File: src/hw/rtl/cgf_pkg.sv
// Shared types and constants of the causal Gaussian FIR smoother.
`default_nettype none

package cgf_pkg;

    localparam int CHANNELS    = 4;
    localparam int SAMPLE_BITS = 16;
    localparam int WEIGHT_BITS = 16;
    localparam int WEIGHT_REGS = 8;
    localparam int FRAC_BITS   = 15;
    localparam int PROD_W      = SAMPLE_BITS + WEIGHT_BITS;
    localparam int PADDR_W     = $clog2(WEIGHT_REGS * 4);
    localparam int PDATA_W     = 32;
    localparam int REG_IDX_W   = $clog2(WEIGHT_REGS);

    localparam logic [REG_IDX_W-1:0] REG_TAP_WEIGHT_0 = REG_IDX_W'(0);
    localparam logic [WEIGHT_BITS-1:0] WEIGHT_ONE = WEIGHT_BITS'(32768);

    typedef logic signed [SAMPLE_BITS-1:0] t_sample;
    typedef logic [CHANNELS-1:0][SAMPLE_BITS-1:0] t_sample_arr;
    typedef logic [WEIGHT_BITS-1:0] t_weight;
    typedef logic [WEIGHT_REGS-1:0][WEIGHT_BITS-1:0] t_weight_arr;

    // Stage enables handed from the pipeline control to the lanes and the output stage.
    typedef struct packed {
        logic shift;
        logic en_prod;
        logic en_sum;
        logic en_out;
    } t_pipe_ctl;

endpackage

`default_nettype wire

File: src/hw/rtl/cgf_merge.sv
// Output stage: rounds and saturates every lane sum into the output word register.
`default_nettype none

module cgf_merge #(
    parameter int TAPS = 8
) (
    input  wire logic                     i_clk,
    input  wire cgf_pkg::t_pipe_ctl       i_ctl,
    input  wire logic [cgf_pkg::CHANNELS-1:0][cgf_pkg::PROD_W+$clog2(TAPS)-1:0] i_sum,
    output cgf_pkg::t_sample_arr          o_smoothed
);

    localparam int ACC_W = cgf_pkg::PROD_W + $clog2(TAPS);
    localparam int Q_W   = ACC_W + 1 - cgf_pkg::FRAC_BITS;
    localparam int SB    = cgf_pkg::SAMPLE_BITS;
    localparam logic signed [ACC_W:0] ROUND_HALF =
        (ACC_W+1)'(1) <<< (cgf_pkg::FRAC_BITS - 1);
    localparam logic signed [Q_W-1:0] SAT_HI = Q_W'((1 << (SB - 1)) - 1);
    localparam logic signed [Q_W-1:0] SAT_LO = -SAT_HI - Q_W'(1);

    cgf_pkg::t_sample_arr        r_out;
    cgf_pkg::t_sample_arr        n_out;
    logic signed [ACC_W:0]       w_biased [cgf_pkg::CHANNELS];
    logic signed [ACC_W:0]       w_shift  [cgf_pkg::CHANNELS];
    logic signed [Q_W-1:0]       w_q      [cgf_pkg::CHANNELS];

    // Round half up: add one half, then an arithmetic shift floors the quotient.
    always_comb begin
        for (int c = 0; c < cgf_pkg::CHANNELS; c++) begin
            w_biased[c] = $signed({i_sum[c][ACC_W-1], i_sum[c]}) + ROUND_HALF;
            w_shift[c]  = w_biased[c] >>> cgf_pkg::FRAC_BITS;
            w_q[c]      = w_shift[c][Q_W-1:0];
            if (w_q[c] > SAT_HI) begin
                n_out[c] = SAT_HI[SB-1:0];
            end else if (w_q[c] < SAT_LO) begin
                n_out[c] = SAT_LO[SB-1:0];
            end else begin
                n_out[c] = w_q[c][SB-1:0];
            end
        end
    end

    always_ff @(posedge i_clk) begin
        if (i_ctl.en_out) begin
            r_out <= n_out;
        end
    end

    assign o_smoothed = r_out;

endmodule

`default_nettype wire

File: config.mk
export PLATFORM = sky130hd
export DESIGN_NAME = cgf_merge
export DESIGN_NICKNAME = d
export VERILOG_FILES = /design/src/hw/rtl/cgf_pkg.sv /design/src/hw/rtl/cgf_merge.sv
export SDC_FILE = /design/constraint.sdc
export NUM_CORES = 1
export LEC_CHECK = 0
export BUFFER_PORTS_ARGS = -buffer_cell sky130_fd_sc_hd__buf_2
export CAP_MARGIN = 30
export CORE_UTILIZATION = 46
export DETAILED_ROUTE_END_ITERATION = 12
export GPL_TIMING_DRIVEN = 0
export PLACE_DENSITY_LB_ADDON = 0.1
export RECOVER_POWER = 25
export SETUP_SLACK_MARGIN = 0.15
export SLEW_MARGIN = 25
export SYNTH_ARGS = -nofsm -noshare
export SYNTH_HDL_FRONTEND = slang
export SYNTH_SLANG_ARGS = --single-unit
File: constraint.sdc
create_clock -name i_clk -period 2.9 [get_ports i_clk]
set_clock_uncertainty 0.15 [all_clocks]
set_input_delay 0.435 -clock i_clk [delete_from_list [all_inputs] [get_ports i_clk]]
set_output_delay 0.435 -clock i_clk [all_outputs]
set_load 0.01 [all_outputs]
# Word level (Yosys, flattened, before mapping)
# Index checks and enable logic that the tools add are counted.
[word_totals] reg_bits=64 inputBits=145 output_inout_bits=64 word_cells=20
[classes] addsub=4 n_lt_le_gt_ge=8 mux=4
[ops] operator="35-bit by 16-bit adder with 36-bit output (second input constant)" n=4
[ops] operator="21-bit by 16-bit > comparator with 1-bit output (second input constant)" n=4
[ops] operator="21-bit by 16-bit less-than comparator with 1-bit output (second input constant)" n=4
[ops] operator="16-bit two-way mux" n=4

# Depth between registers and ports, before layout
[logic_depth] depth_word=3 mapped_depth=8 depth_no_buf=7

# Least setup slack after synthesis
# No wires, ideal clock.
[synth_path] path_type="input to register" start="input i_sum[49] (netlist bit)" end="register r_out (netlist bit o_smoothed[20]), data pin" setup_ns=0.276 arrival_ns=2.109 required_ns=2.474 setup_slack_ns=0.366 path_stages=8 n_path_buf=1 cell_sequence="ha_1 > nand4_1 > nor2_1 > nand3_1 > xnor2_1 > o31ai_1 > clkbuf_1 > a31oi_1"
[synth_via] elab_chain_len=3 elab_cells_between_ends=4 cone_classes="add/sub (1); order compare (2); mux (1)"
[synth_rtl] element="from (decl)" line="cgf_merge.sv:9" source="input wire logic [cgf_pkg::CHANNELS-1:0][cgf_pkg::PROD_W+$clog2(TAPS)-1:0] i_sum,"
[synth_rtl] element="35-bit by 16-bit adder with 36-bit output *" line="cgf_merge.sv:30" source="w_biased[c] = $signed({i_sum[c][ACC_W-1], i_sum[c]}) + ROUND_HALF;"
[synth_rtl] element="21-bit by 16-bit less-than comparator with 1-bit output" line="cgf_merge.sv:35" source="end else if (w_q[c] < SAT_LO) begin"
[synth_rtl] element="16-bit two-way mux" line="cgf_merge.sv:35"
[synth_rtl] element="to (signal assigned)" line="cgf_merge.sv:45" source="r_out <= n_out;"
[synth_rtl] element="to (decl)" line="cgf_merge.sv:21" source="cgf_pkg::t_sample_arr r_out;"
# Mark *: on every way between the ends. The rest lies on a longest branch, timed or not.
# A chain may end at the register's enable or synchronous reset.

# Worst setup path in the final report
[layout_path] start="input i_sum[49] (netlist bit)" end="register r_out (netlist bit o_smoothed[24]), data pin"
# The elaborated chain is that of the path after synthesis.

==> results.cfg <==
[clock_tree]
ctsHoldBuffers = 0
cts_buffer_depth = 2
cts_num_sinks = 64
htreeDepth = 3
cts_tree = built
numCtsBuffers = 9
root_buffer = clkbuf_8
cts.clk_slew.worst_paths_ps = 70

[layout]
fin_nets = 706
final_cells = 669
largest_reg_flops = 64
syn2layout_area_growth_pct = 25.8
multi_input_area_mm2 = 0.00211
ff_latch_area_mm2 = 0.00192
final_cell_mix = 151 x buf_2, 64 x edfxtp_1, 37 x xnor2_1
nFillCells = 765
drive_gt1_frac = 0.342
n_antenna_cell = 0
layout_commonest_cell = buf_2

[setup_path]
cp-end-kind = register
cp.required_ps = 2810
arrival_ps = 2440
crit_end = o_smoothed[24]
startpoint = i_sum[49]
startpoint_type = input port
worstPathMaxFanout = 10
critical_path_class = in -> reg

[power_and_ir_drop]
p_per_area_mw_per_mm2 = 445
irDropWorstVdd_mv = 0.186
p_leak_nw = 2.05
finalPower_mw = 2.31

[detailed_routing]
drc = 0
vias_per_cell = 5.57
routed_wl_mm = 9.40
num_vias = 3723
drt_iter0_markers = 118
final_antenna_net_count = 0
routedWlPerCell_um = 14.0
drt_pre_antenna_iters = 4

[yosys]
muxShareOfSynthArea = 0.00272
synth_seq_cells = 64
synth-xor-area-share = 0.127
synth-compound-area-share = 0.167
synth_ff_type = edfxtp_1
synthAdderAreaFrac = 0.0121
synthArstFlopShare = 0
synth_cells = 397
synth_area_per_cell_um2 = 10.4
synthSimpleGateAreaFrac = 0.198
yosysSeqAreaShare = 0.465
synth_edf_count = 64
syn_nets = 546
netlist_area_mm2 = 0.00414
ys_warn_count = 0
synth_top_family_by_area = simple AND/OR/NAND/NOR gates
synth_cell_type_count = 49

[floorplan]
fp.coreArea_mm2 = 0.00872
dieArea_mm2 = 0.00937
die_x_um = 96.8
dieHeight_um = 96.8
initial_core_util = 0.474
io_pins = 209
rows = 34

[sta]
holdWs_ps = 314
drv_slew = 65
post-route-min-period_ps = 2530
rsz0062_at_grt = yes
period_share = 0.872
max-slew-margin-rel = -0.0631
setup_violations = 0
tightestPinTransition_ps = 1590
setup_tns_ps = 0
hold_violations = 0
max_freq_ghz = 0.395

[place]
hpwlAfterDp_mm = 7.22
port_buffers = 149
placed_cells = 654
gp_congestion = 0.816

[global_route]
grt_pass1_wl_mm = 15.5
grt_max_degree = 65
grtUsageTotal = 0.203
first_global_vias = 3369
overflow = 0
antenna_found_initial = 0

[outcome]
outcome = finished with violations
violations = max-capacitance violations, max-slew violations

[min_path]
min-delay-start = i_sum[34]
min_path_type = in -> reg

[job]
cap_violations = 1
==> kinds of logic (layout without fill, tap and decap cells) <==
group,count (synthesis),count (layout)
AOI/OAI and AO/OA,96,96
xor gates and xnor gates,60,60
adders and majority gates,4,4
buffers and inverters,26,190
DFF,64,64
muxes,1,1
and+or+nand+nor,146,146
==> per-stage QoR <==
step | utilization | setup slack, ps | area [um2]
3_3_place_gp | 0.575 | -127 | 5020
2_1_floorplan | - | 366 | 4140
4_1_cts | 0.596 | 230 | 5190
3_5_place_dp | 0.575 | -138 | 5020
5_1_grt | 0.597 | 146 | 5200
6_report | 0.597 | 370 | 5200
==> power by group <==
group | total [mW] | internal [mW] | leakage [nW] | switching, mW
logic | 0.459 | 0.188 | 1.33 | 0.272
registers | 1.14 | 1.12 | 0.625 | 0.0182
clock network | 0.716 | 0.381 | 0.0914 | 0.336
==> layer usage <==
| layer | track usage | vias up | part of all wire |
|---|---|---|---|
| met4 | 0.0953 | 0 | 0.025 |
| met5 | 0 | - | 0 |
| met2 | 0.331 | 127 | 0.46 |
| met3 | 0.0368 | 20 | 0.058 |
| met1 | 0.262 | 1709 | 0.45 |
| li1 | - | 1867 | - |
==> worst min path at each step <==
| stage | end | slack, ps | cells after the start |
|---|---|---|---|
| finish | o_smoothed[0] | 310 | 2 |
| global placement | o_smoothed[0] | 650 | 2 |
| floorplan | o_smoothed[0] | 400 | 0 |
| CTS | o_smoothed[31] | 290 | 3 |
| detailed placement | o_smoothed[31] | 650 | 3 |
| global route | o_smoothed[0] | 310 | 2 |
==> timing repair <==
item	in CTS	in global routing
buffers inserted	0	0
endpoints found under the setup margin	0	20
resized for setup	0	2
==> area by class of cell <==
type / count / share of cell area
clock inverter: 6 / 0.00986
inverter: 13 / 0.00938
buffer: 13 / 0.0130
clock buffer: 9 / 0.0238
sequential: 64 / 0.369
multi-input combinational: 307 / 0.405
timing repair buffer: 149 / 0.143
tap: 108 / 0.0260
==> cell usage after synthesis (7+ instances only) <==
cell,n,share of area
xor2_1,23,0.049
o31ai_2,10,0.030
clkbuf_1,8,0.0073
and4_1,13,0.028
inv_1,13,0.012
nand4_1,19,0.029
nor4_1,7,0.011
xnor2_1,37,0.078
and3_1,22,0.033
nor2_1,21,0.019
nand2_1,27,0.025
nand3_1,17,0.021
a21oi_1,33,0.040
edfxtp_1,64,0.46
a31oi_1,21,0.032
==> worst max-delay path, stage by stage <==
cell and delay [ps]:
buf_2 90, ha_1 210, nand4_1 190, nor2_1 280
nand3_1 130, xnor2_1 160, o31ai_2 410, clkbuf_1 380
a31oi_1 150
Note: power is estimated with default switching activity, not from simulation.
