$ cat config.mk
export PLATFORM = sky130hd
export DESIGN_NAME = cgf_regs
export DESIGN_NICKNAME = d
export VERILOG_FILES = /design/src/hw/rtl/cgf_pkg.sv /design/src/hw/rtl/cgf_regs.sv
export SDC_FILE = /design/constraint.sdc
export NUM_CORES = 1
export LEC_CHECK = 0
export ABC_AREA = 1
export BUFFER_PORTS_ARGS = -buffer_cell sky130_fd_sc_hd__buf_4
export CORE_MARGIN = 8
export CORE_UTILIZATION = 50
export CTS_CLUSTER_SIZE = 25
export DETAILED_ROUTE_END_ITERATION = 7
export PLACE_DENSITY = 0.88
export SYNTH_ARGS = -nofsm -noshare
export SYNTH_HDL_FRONTEND = slang
export SYNTH_SLANG_ARGS = --single-unit
export TNS_END_PERCENT = 1
$ cat constraint.sdc
create_clock -name i_clk -period 1.3 [get_ports i_clk]
set_clock_uncertainty 0.05 [all_clocks]
set_input_delay 0.195 -clock i_clk [delete_from_list [all_inputs] [get_ports i_clk]]
set_output_delay 0.195 -clock i_clk [all_outputs]
set_load 0.03 [all_outputs]
$ cat src/hw/rtl/cgf_pkg.sv
// Shared types and constants of the causal Gaussian FIR smoother.
`default_nettype none

package cgf_pkg;

    localparam int CHANNELS    = 4;
    localparam int SAMPLE_BITS = 16;
    localparam int WEIGHT_BITS = 16;
    localparam int WEIGHT_REGS = 8;
    localparam int FRAC_BITS   = 15;
    localparam int PROD_W      = SAMPLE_BITS + WEIGHT_BITS;
    localparam int PADDR_W     = $clog2(WEIGHT_REGS * 4);
    localparam int PDATA_W     = 32;
    localparam int REG_IDX_W   = $clog2(WEIGHT_REGS);

    localparam logic [REG_IDX_W-1:0] REG_TAP_WEIGHT_0 = REG_IDX_W'(0);
    localparam logic [WEIGHT_BITS-1:0] WEIGHT_ONE = WEIGHT_BITS'(32768);

    typedef logic signed [SAMPLE_BITS-1:0] t_sample;
    typedef logic [CHANNELS-1:0][SAMPLE_BITS-1:0] t_sample_arr;
    typedef logic [WEIGHT_BITS-1:0] t_weight;
    typedef logic [WEIGHT_REGS-1:0][WEIGHT_BITS-1:0] t_weight_arr;

    // Stage enables handed from the pipeline control to the lanes and the output stage.
    typedef struct packed {
        logic shift;
        logic en_prod;
        logic en_sum;
        logic en_out;
    } t_pipe_ctl;

endpackage

`default_nettype wire

$ cat src/hw/rtl/cgf_regs.sv
// APB register file holding the tap weights.
`default_nettype none

module cgf_regs (
    input  wire logic                            i_clk,
    input  wire logic                            i_rst_n,
    input  wire logic                            psel,
    input  wire logic                            penable,
    input  wire logic                            pwrite,
    input  wire logic [cgf_pkg::PADDR_W-1:0]     paddr,
    input  wire logic [cgf_pkg::PDATA_W-1:0]     pwdata,
    output logic      [cgf_pkg::PDATA_W-1:0]     prdata,
    output logic                                 pready,
    output cgf_pkg::t_weight_arr                 o_weight
);

    cgf_pkg::t_weight_arr                r_weight;
    logic [cgf_pkg::REG_IDX_W-1:0]       w_idx;
    logic                                w_wr;

    assign w_idx  = paddr[cgf_pkg::PADDR_W-1:2];
    assign w_wr   = psel & penable & pwrite;
    assign pready = 1'b1;

    // Reset leaves unity weight on the newest tap and zero everywhere else.
    always_ff @(posedge i_clk) begin
        if (!i_rst_n) begin
            for (int k = 0; k < cgf_pkg::WEIGHT_REGS; k++) begin
                r_weight[k] <= (k == int'(cgf_pkg::REG_TAP_WEIGHT_0)) ?
                               cgf_pkg::WEIGHT_ONE : '0;
            end
        end else if (w_wr) begin
            r_weight[w_idx] <= pwdata[cgf_pkg::WEIGHT_BITS-1:0];
        end
    end

    assign prdata   = cgf_pkg::PDATA_W'(r_weight[w_idx]);
    assign o_weight = r_weight;

endmodule

`default_nettype wire

; After elaboration in Yosys (flattened, before gate mapping)
; Cells that the tools add are included.
[classes]
add_sub_neg = 0
mul = 0
n_div = 0
n_lt_le_gt_ge = 2
eq_ne = 0
n_shift = 0
muxes = 5
n_bitwise = 2
reduce_logical = 1
[ops]
columns = op, n
row1 = 128-bit bitwise mux, 1
row2 = 16-bit binary-select mux with 3-bit select, 1
row3 = 16-bit demux with 3-bit select, 1
row4 = 16-bit two-way mux, 2
row5 = "3-bit by 4-bit < comparator with 1-bit output, second input constant", 1
row6 = "3-bit by 1-bit greater-or-equal comparator with 1-bit output, second input constant", 1
row7 = 1-bit AND, 2
row8 = 1-bit logical AND, 1
[word_totals]
register_bits = 128
latch_bits = 0
ram_bits = 0
romBits = 0
inputBits = 42
out_inout_bits = 161
word_cells = 18
memories = 0

; Longest topological paths before layout
; Gate-level depths: netlist of run 1.
[depth]
word_depth = 5
depth_mapped = 10
mapped_depth_nobuf = 7

; Least setup slack after synthesis of run 1
; No wires, ideal clock.
[synth_path]
path_kind = input to output
start = input port paddr[2] (netlist bit)
end = output port prdata[10] (netlist bit)
arrival_time_ns = 1.205
t_required_ns = 1.055
slack_ns = -0.150
stages = 10
path_buffers = 3
path_cell_list = buf_4 > inv_4 > buf_4 > buf_4 > nand2_1 > nand2_1 > nand2_1 > nand2_1 > nand2_1 > nand2_1
[synth_via]
elab_chain_cells = 2
[synth_rtl]
columns = element, line_no
row1 = start: declaration, cgf_regs.sv:10  ; input wire logic [cgf_pkg::PADDR_W-1:0] paddr,
row2 = 16-bit binary-select mux with 3-bit select, cgf_regs.sv:37  ; assign prdata = cgf_pkg::PDATA_W'(r_weight[w_idx]);
row3 = 16-bit two-way mux (not written as such), cgf_regs.sv:37
row4 = end: declaration, cgf_regs.sv:12  ; output logic [cgf_pkg::PDATA_W-1:0] prdata,
; No other way between the ends. The select of a mux whose other input is x is not followed.

; Worst setup path after layout of run 1
[layout_path]
start = register r_weight, in the netlist o_weight[11]
end = output port prdata[11] (netlist bit)
[layout_via]
elab_chain_cells = 2
[layout_rtl]
columns = element, line_no
row1 = start: declaration, cgf_regs.sv:17  ; cgf_pkg::t_weight_arr r_weight;
row2 = start signal: indexed assignment, cgf_regs.sv:29  ; r_weight[k] <= (k == int'(cgf_pkg::REG_TAP_WEIGHT_0)) ?
row3 = start signal: indexed assignment, cgf_regs.sv:33  ; r_weight[w_idx] <= pwdata[cgf_pkg::WEIGHT_BITS-1:0];
row4 = 16-bit binary-select mux with 3-bit select, cgf_regs.sv:37
row5 = 16-bit two-way mux (not written as such), cgf_regs.sv:37
; No other way between the ends. The select of a mux whose other input is x is not followed.

==> results of run 1 <==
-- layout by cell type, fill, tap and decap left out, drive strengths merged --
master and instances:
buf 240, dlygate4sd3 2, nand2 519, o21ai 1, clkbuf 23, bufinv 3, conb 17, clkinv 3
nand4 4, nand3 72, dfxtp 128, clkinvlp 3, inv 21, nor2 272
-- timing repair --
item	CTS	global route
gates resized for setup	124	45
hold endpoints to repair	2	0
setup buffers	13	6
setup endpoints to repair	18	28
pin swaps	14	10
hold buffers	2	0
gates cloned	0	0
-- cell type report --
| type | count | area share |
|---|---|---|
| multi-input cells | 885 | 0.391 |
| flip-flops and latches | 128 | 0.282 |
| repair buffers | 242 | 0.231 |
| clock buffers | 23 | 0.0501 |
| well taps | 176 | 0.0231 |
| clock inverters | 9 | 0.0138 |
| inverters | 21 | 0.00878 |
-- layer usage --
layer,global-route usage,share of wire,vias up,wire length [um]
li1,-,-,3685,-
met1,0.318,0.38,3473,9460
met2,0.444,0.46,516,11500
met3,0.0835,0.11,103,2870
met4,0.156,0.051,0,1290
met5,0,0,-,0
-- synthesized netlist by cell type --
| cell | count |
|---|---|
| buf_1 | 2 |
| buf_2 | 17 |
| buf_4 | 33 |
| buf_6 | 11 |
| clkbuf_1 | 20 |
| conb_1 | 2 |
| dfxtp_1 | 128 |
| inv_1 | 17 |
| inv_2 | 3 |
| inv_4 | 1 |
| nand2_1 | 519 |
| nand3_1 | 67 |
| nand3_2 | 4 |
| nand3_4 | 1 |
| nand4_1 | 4 |
| nor2_1 | 260 |
| nor2_2 | 5 |
| nor2_4 | 7 |
| o21ai_0 | 1 |
-- report_power, final --
group / switching, mW / total (mW) / leakage [nW] / internal (mW)
logic: 0.814 / 1.21 / 3.31 / 0.399
registers: 0.0447 / 4.02 / 1.08 / 3.98
clock network: 1.78 / 4.94 / 0.289 / 3.16
total: 2.63 / 10.2 / 4.69 / 7.54
-- final timing paths --
kind | end | slack [ps] | cells after the start | from
worst min-delay path | o_weight[101]$_SDFFE_PN0P_ | 210 | 6 | pwdata[5]
worst max register to register | o_weight[0]$_SDFFE_PN0P_ | 420 | 3 | o_weight[0]$_SDFFE_PN0P_
worst max-delay path | prdata[11] | -330 | 7 | o_weight[11]$_SDFFE_PN0P_
worst min register to register | o_weight[84]$_SDFFE_PN0P_ | 430 | 2 | o_weight[84]$_SDFFE_PN0P_
-- logic make-up after synthesis --
kind of cell	after synthesis	synth area share
flip-flops	128	0.385
other	2	0.00113
AND/OR/NAND/NOR	867	0.519
buffers and inverters	104	0.0934
AO/OA/AOI/OAI	1	0.000752
-- worst reg2reg max path, stage by stage (launching register included) --
cell     delay [ps]
dfxtp_2         330
buf_4           130
nor2_1          180
nor2_1           80
-- per-stage QoR --
step	power (mW)	worst slack, ps	utilization
2_1_floorplan	4.85	6.56	-
3_3_place_gp	5.21	-152	0.642
3_5_place_dp	5.23	-179	0.642
4_1_cts	10.1	-274	0.715
5_1_grt	10.4	-357	0.727
6_report	10.2	-326	0.727
==> run metrics, run 1 <==
CTS H-tree lvls 4; crit-path max cell delay 340 ps; final number of max-transition violations 0; WP data arrival 1380 ps; Die Wd 131 um; # Max-Cap Violations 0; final hold vios 0; initial antenna violation count 0; Worst setup EP type primary output; VDD IR max 938 uV; failing checks negative setup slack; crit-path cells nand2_1 > nand2_2 > nand2_2 > nand2_2 > nand2_2 > nand2_4 > buf_6; drt initial violations 1,095; post-synthesis sequential area ratio 0.385; CP top delay family simple AND/OR/NAND/NOR gates; footprint of the multi-input gates 0.00373 mm^2; vias 7,777; Final period util 1.25; row cnt 42; drt pass-1 iters 6; clock latency on the worst-skew pair 430 ps; Die Footprint 0.0172 mm^2; total gr overflow 0; CORE AREA 0.0131 mm^2; hold slack final 213 ps; cell leakage power 4.69 nW; crit-path max FO 3; Synth area leaders dfxtp_1 (39%), nand2_1 (29%), nor2_1 (15%); post-synthesis cell type count 19; Ant. Diodes 0; final instance area 0.00955 mm^2; Non-Filler Instances 1,484; worst-margin pin slew 499 ps; DR WL/cell 16.9 um; Syn Std Cell Area 0.00665 mm^2; CP most frequent cell nand2_2; WS Path Type reg2out; CP startpoint kind flop; Clock Pin Slew Worst Setup and Hold Paths 60 ps; status finished, violations left; CTS tree done; Largest register FFs 128; Total GRT Usage 0.274; WL final 25,100 um; register area 0.00269 mm^2; placer congestion estimate 0.997; Area Growth Syn to Fin 43.6%; chip height 131 um; Port Buffers 167; fmax 615 MHz; area share of the largest cell type after synthesis 0.385; Area after DPL 0.00843 mm^2; I/O pins 203; deepest clock path buffer count 2; Starting Density 0.506; setup violators final 17; CP bufs+invs 1; number of synthesized register bits 128; first-pass GRT wire length 37,800 um; number of global-route vias before repair 7,188; Worst Hold Class in2reg; Final nets 1,337; cts bufs inserted 17; Setup TNS -4630 ps; # placed instances 1,431; hpwl dp 16,900 um; largest net degree at the start of global routing 69; cell taking the most area after synthesis dfxtp_1; unrepaired setup endpoints after global routing yes; CTS sink cnt 128; mean post-synth cell area 6.03 um^2; fill cell count 1,022; Residual DRC 0; root buf cell clkbuf_16; min cycle time layout 1630 ps; vias per inst 5.24; PD cells 1070 mW/mm^2; Slowest cell on crit path dfxtp_2; critical path required time 1050 ps; Cells after Synth 1,102; share of layout cells above drive strength 1 0.343; fin worst setup slack -326 ps; Slew HR 0.667; Post-DRT Antenna Nets 0; Synth warnings 0
Power figures use the tool's default switching activity.
==> inputs of run 2 (changes only) <==
- ABC_AREA: 1 -> not set
- ABC_CLOCK_PERIOD_IN_PS: not set -> 1300
- PLACE_DENSITY: 0.88 -> 0.9
==> run metrics, run 2 <==
PD cells 993 mW/mm^2; min cycle time layout 2000 ps; fmax 501 MHz; row cnt 39; status finished, violations left; deepest clock path buffer count 2; critical path required time 1050 ps; # Max-Cap Violations 0; most frequent cells in the layout buf_4 (213), nand2_1 (146), mux2i_1 (128); CTS H-tree lvls 4; Ant. Diodes 0; top-count cell post-synth nand2_1; CTS sink cnt 128; cts bufs inserted 17; drt initial violations 576; commonest non-fill, non-tap cell in the layout buf_4; Overall Power 9.47 mW; Die Footprint 0.0152 mm^2; clock latency on the worst-skew pair 420 ps; Clock Pin Slew Worst Setup and Hold Paths 60 ps; vias per inst 5.81; fin worst setup slack -697 ps; cell leakage power 4.22 nW; total gr overflow 0; origin of the worst setup path o_weight[121]$_SDFFE_PN0P_; Cells after Synth 531; I/O pins 203; final hold vios 0; Largest register FFs 128; CTS tree done; Synth area leaders dfxtp_1 (44%), mux2i_1 (23%), mux4_2 (11%); WP data arrival 1750 ps; crit-path max cell delay 530 ps; Area after DPL 0.00852 mm^2; CP top delay family multiplexers; root buf cell clkbuf_16; number of global-route vias before repair 6,162; r2r startpoint o_weight[55]$_SDFFE_PN0P_; hold_sp pwdata[15]; top_reg_cell synth dfxtp_1; Worst setup EP type primary output; Non-Filler Instances 997; drt pass-1 iters 5; CORE AREA 0.0113 mm^2; Port Buffers 167; final instance area 0.00954 mm^2; Residual DRC 0; post-synthesis sequential area ratio 0.444; CP bufs+invs 1; CP startpoint kind flop; Final period util 1.54; Total GRT Usage 0.314; vias 5,796; placer congestion estimate 0.948; Syn Std Cell Area 0.00577 mm^2; first-pass GRT wire length 35,400 um; Starting Density 0.510; initial antenna violation count 1; end-of-flow core utilization 0.843; setup violators final 25; chip height 123 um; Worst Hold Depth 3; crit-path cells mux4_2 > mux2_4 > buf_6; Die Wd 123 um; cell taking the most area after synthesis dfxtp_1; Levels on crit path 3; Synth warnings 0; unrepaired setup endpoints after global routing yes; crit-path max FO 2; WL final 25,500 um; failing checks negative setup slack; Final nets 884; Slowest cell on crit path mux4_2; Area Growth Syn to Fin 65.4%; R2R cell count 3; Post-synth top cells nand2_1 (146), mux2i_1 (131), dfxtp_1 (128); area share of the largest cell type after synthesis 0.444; number of synthesized register bits 128; post-synthesis cell type count 33; mean post-synth cell area 10.9 um^2; VDD IR max 997 uV; largest net degree at the start of global routing 38; reg2reg setup slack 360 ps; Worst Hold Class in2reg; DR WL/cell 25.6 um; hpwl dp 16,100 um; Post-DRT Antenna Nets 0; FFs w/ async S/R, synth 0; Post-synth EDFFs 0; hold slack final 35.5 ps; WS Path Type reg2out; final number of max-transition violations 0; number of hold buffers added after cts 0; # placed instances 965; share of layout cells above drive strength 1 0.628
-- run 2: layout make-up --
cell class                 instances  area (um^2)
multi-input combinational        364         3030
timing repair buffer             330         3010
sequential                       128         2760
fill                             525         1780
clock buffer                      25          485
tap                              143          179
clock inverter                     6         81.3
inverter                           1         3.75
-- run 2: timing repair --
action                     4_1_cts  5_1_grt
buffers inserted                 1        0
setup endpoints to repair      108       94
pin swaps                        0        2
resized for setup               53       70
-- run 2: where the power goes --
| group | switching [mW] | leakage, nW | internal, mW | total (mW) |
|---|---|---|---|---|
| Combinational | 0.517 | 2.84 | 0.318 | 0.835 |
| Sequential | 0.0237 | 1.10 | 3.92 | 3.95 |
| Clock | 1.73 | 0.281 | 2.95 | 4.69 |
-- run 2: logic make-up after synthesis --
family                 share of synthesized area
buffers and inverters                     0.0557
multiplexers                               0.366
AND/OR/NAND/NOR                            0.123
other                                    0.00130
AO/OA/AOI/OAI                             0.0102
flip-flops                                 0.444
-- run 2: metal layers --
layer / GRT usage / vias up / wire, um
li1: - / 2436 / -
met1: 0.303 / 2757 / 8500
met2: 0.552 / 466 / 12700
met3: 0.113 / 135 / 2600
met4: 0.214 / 2 / 1680
met5: 0 / - / 13
-- run 2: per-stage QoR --
stage / TNS (ps) / worst slack [ps]
6_report: -10170 / -697
5_1_grt: -10850 / -714
4_1_cts: -9970 / -673
3_5_place_dp: -62180 / -616
3_3_place_gp: -52430 / -571
2_1_floorplan: -2310 / -91.9
-- run 2: worst paths after layout --
check                                            endpoint
worst max-delay path                            prdata[9]
worst min-delay path            o_weight[15]$_SDFFE_PN1P_
worst max register to register  o_weight[55]$_SDFFE_PN0P_
worst min register to register  o_weight[29]$_SDFFE_PN0P_
-- run 2: worst register-to-register path, stage by stage, from the launching register on --
cell and delay (ps):
dfxtp_4 370, buf_6 100, nand2_1 80, mux2i_2 240
==> inputs of run 3 (changes only) <==
- CTS_CLUSTER_DIAMETER: not set -> 200
- REMOVE_ABC_BUFFERS: not set -> 1
- SLEW_MARGIN: not set -> 20
==> run metrics, run 3 (synthesis results as in run 2) <==
first-pass GRT wire length 31,400 um; final number of max-transition violations 0; CP top delay family multiplexers; drt pass-1 iters 5; Largest register FFs 128; Worst setup EP type primary output; setup violators final 16; fill cell count 620; CTS sink cnt 128; WS Path Type reg2out; Die Footprint 0.0152 mm^2; # Max-Cap Violations 0; cts bufs inserted 17; CP startpoint kind flop; row cnt 39; most frequent cells in the layout buf_4 (293), nand2_1 (146), mux2i_1 (131); fin worst setup slack -639 ps; PD cells 1070 mW/mm^2; failing checks negative setup slack; Setup TNS -9020 ps; commonest non-fill, non-tap cell in the layout buf_4; clock latency on the worst-skew pair 410 ps; Levels on crit path 3; postcts setup bufs 0; chip height 123 um; Area Growth Syn to Fin 58.9%; vias 5,518; share of layout cells above drive strength 1 0.537; Worst Hold Class in2reg; root buf cell clkbuf_16; final hold vios 0; Die Wd 123 um; cell leakage power 4.15 nW; Final nets 890; Residual DRC 0; deepest clock path buffer count 2; WP data arrival 1690 ps; critical path required time 1050 ps; status finished, violations left; Final period util 1.49; DR WL/cell 21.3 um; CORE AREA 0.0113 mm^2; initial antenna violation count 0; CP bufs+invs 1; CTS tree done; fmax 516 MHz; Worst Hold Depth 3; R2R cell count 3; end-of-flow core utilization 0.809; unrepaired setup endpoints after global routing yes; vias per inst 5.50; I/O pins 203; number of global-route vias before repair 6,205; largest net degree at the start of global routing 43; WL final 21,400 um; min cycle time layout 1940 ps; VDD IR max 783 uV; Port Buffers 167; number of hold buffers added after cts 0; Slowest cell on crit path mux4_2; hpwl dp 14,900 um; Starting Density 0.510; Clock Pin Slew Worst Setup and Hold Paths 60 ps; crit-path max FO 2; crit-path max cell delay 500 ps; crit-path cells mux4_2 > mux2_4 > buf_6; Ant. Diodes 0; total gr overflow 0; Total GRT Usage 0.270; CTS H-tree lvls 4; placer congestion estimate 0.844; Post-DRT Antenna Nets 0; drt initial violations 465
-- run 3: changes by cell type in the layout (fill, tap and decap cells not counted), moves of 5 or more --
| cell | previous run | this run |
|---|---|---|
| mux2_4 | 14 | 9 |
| dfxtp_1 | 8 | 89 |
| mux2_2 | 1 | 6 |
| buf_4 | 213 | 293 |
| dfxtp_4 | 17 | 0 |
| dfxtp_2 | 103 | 39 |
| buf_6 | 106 | 34 |
-- run 3: final cells by class --
class                   count  area (um^2)  share of cell area
multi-input cells         364         2990               0.326
inverters                   1         3.75            0.000410
flip-flops and latches    128         2610               0.285
clock inverters            14          191              0.0209
well taps                 143          179              0.0195
repair buffers            336         2760               0.301
clock buffers              18          429              0.0468
-- run 3: metal layers --
| metal | wire length [um] | up-vias | part of all wire | GRT usage |
|---|---|---|---|---|
| li1 | - | 2458 | - | - |
| met1 | 7760 | 2679 | 0.36 | 0.280 |
| met2 | 11000 | 292 | 0.51 | 0.468 |
| met3 | 1580 | 89 | 0.074 | 0.0721 |
| met4 | 1080 | 0 | 0.051 | 0.189 |
| met5 | 0 | - | 0 | 0 |
-- run 3: stage by stage --
| stage | setup slack, ps | cell area (um^2) | std cells | total power [mW] | hold WS, ps |
|---|---|---|---|---|---|
| 4_1_cts | -606 | 9050 | 1004 | 9.79 | 43.0 |
| 5_1_grt | -663 | 9160 | 1004 | 10.0 | 58.3 |
| 2_1_floorplan | -289 | 5510 | 493 | 4.37 | 234 |
| 3_5_place_dp | -657 | 8300 | 972 | 4.82 | 440 |
| 6_report | -639 | 9160 | 1004 | 9.79 | 68.2 |
| 3_3_place_gp | -607 | 8300 | 972 | 4.79 | 416 |
-- run 3: final timing paths --
path | start | endpoint | slack [ps]
min reg2reg | o_weight[109]$_SDFFE_PN0P_ | o_weight[109]$_SDFFE_PN0P_ | 450
min | pwdata[15] | o_weight[15]$_SDFFE_PN1P_ | 70
max reg2reg | o_weight[63]$_SDFFE_PN0P_ | o_weight[63]$_SDFFE_PN0P_ | 410
max | o_weight[23]$_SDFFE_PN0P_ | prdata[7] | -640
-- run 3: where the power goes --
| part | internal, mW | switching, mW | total (mW) |
|---|---|---|---|
| Sequential | 3.95 | 0.0180 | 3.97 |
| Clock | 3.20 | 1.82 | 5.02 |
| Combinational | 0.316 | 0.486 | 0.802 |
| Total | 7.47 | 2.32 | 9.79 |
-- run 3: timing repair --
item	CTS	global route
pin swaps	2	0
endpoints found under the setup margin	79	60
resized for setup	42	48
-- run 3: worst min-delay path, delay by kind of cell --
kind | cells | cell delay, ps
compound gates | 1 | 100
buf+inv | 2 | 170
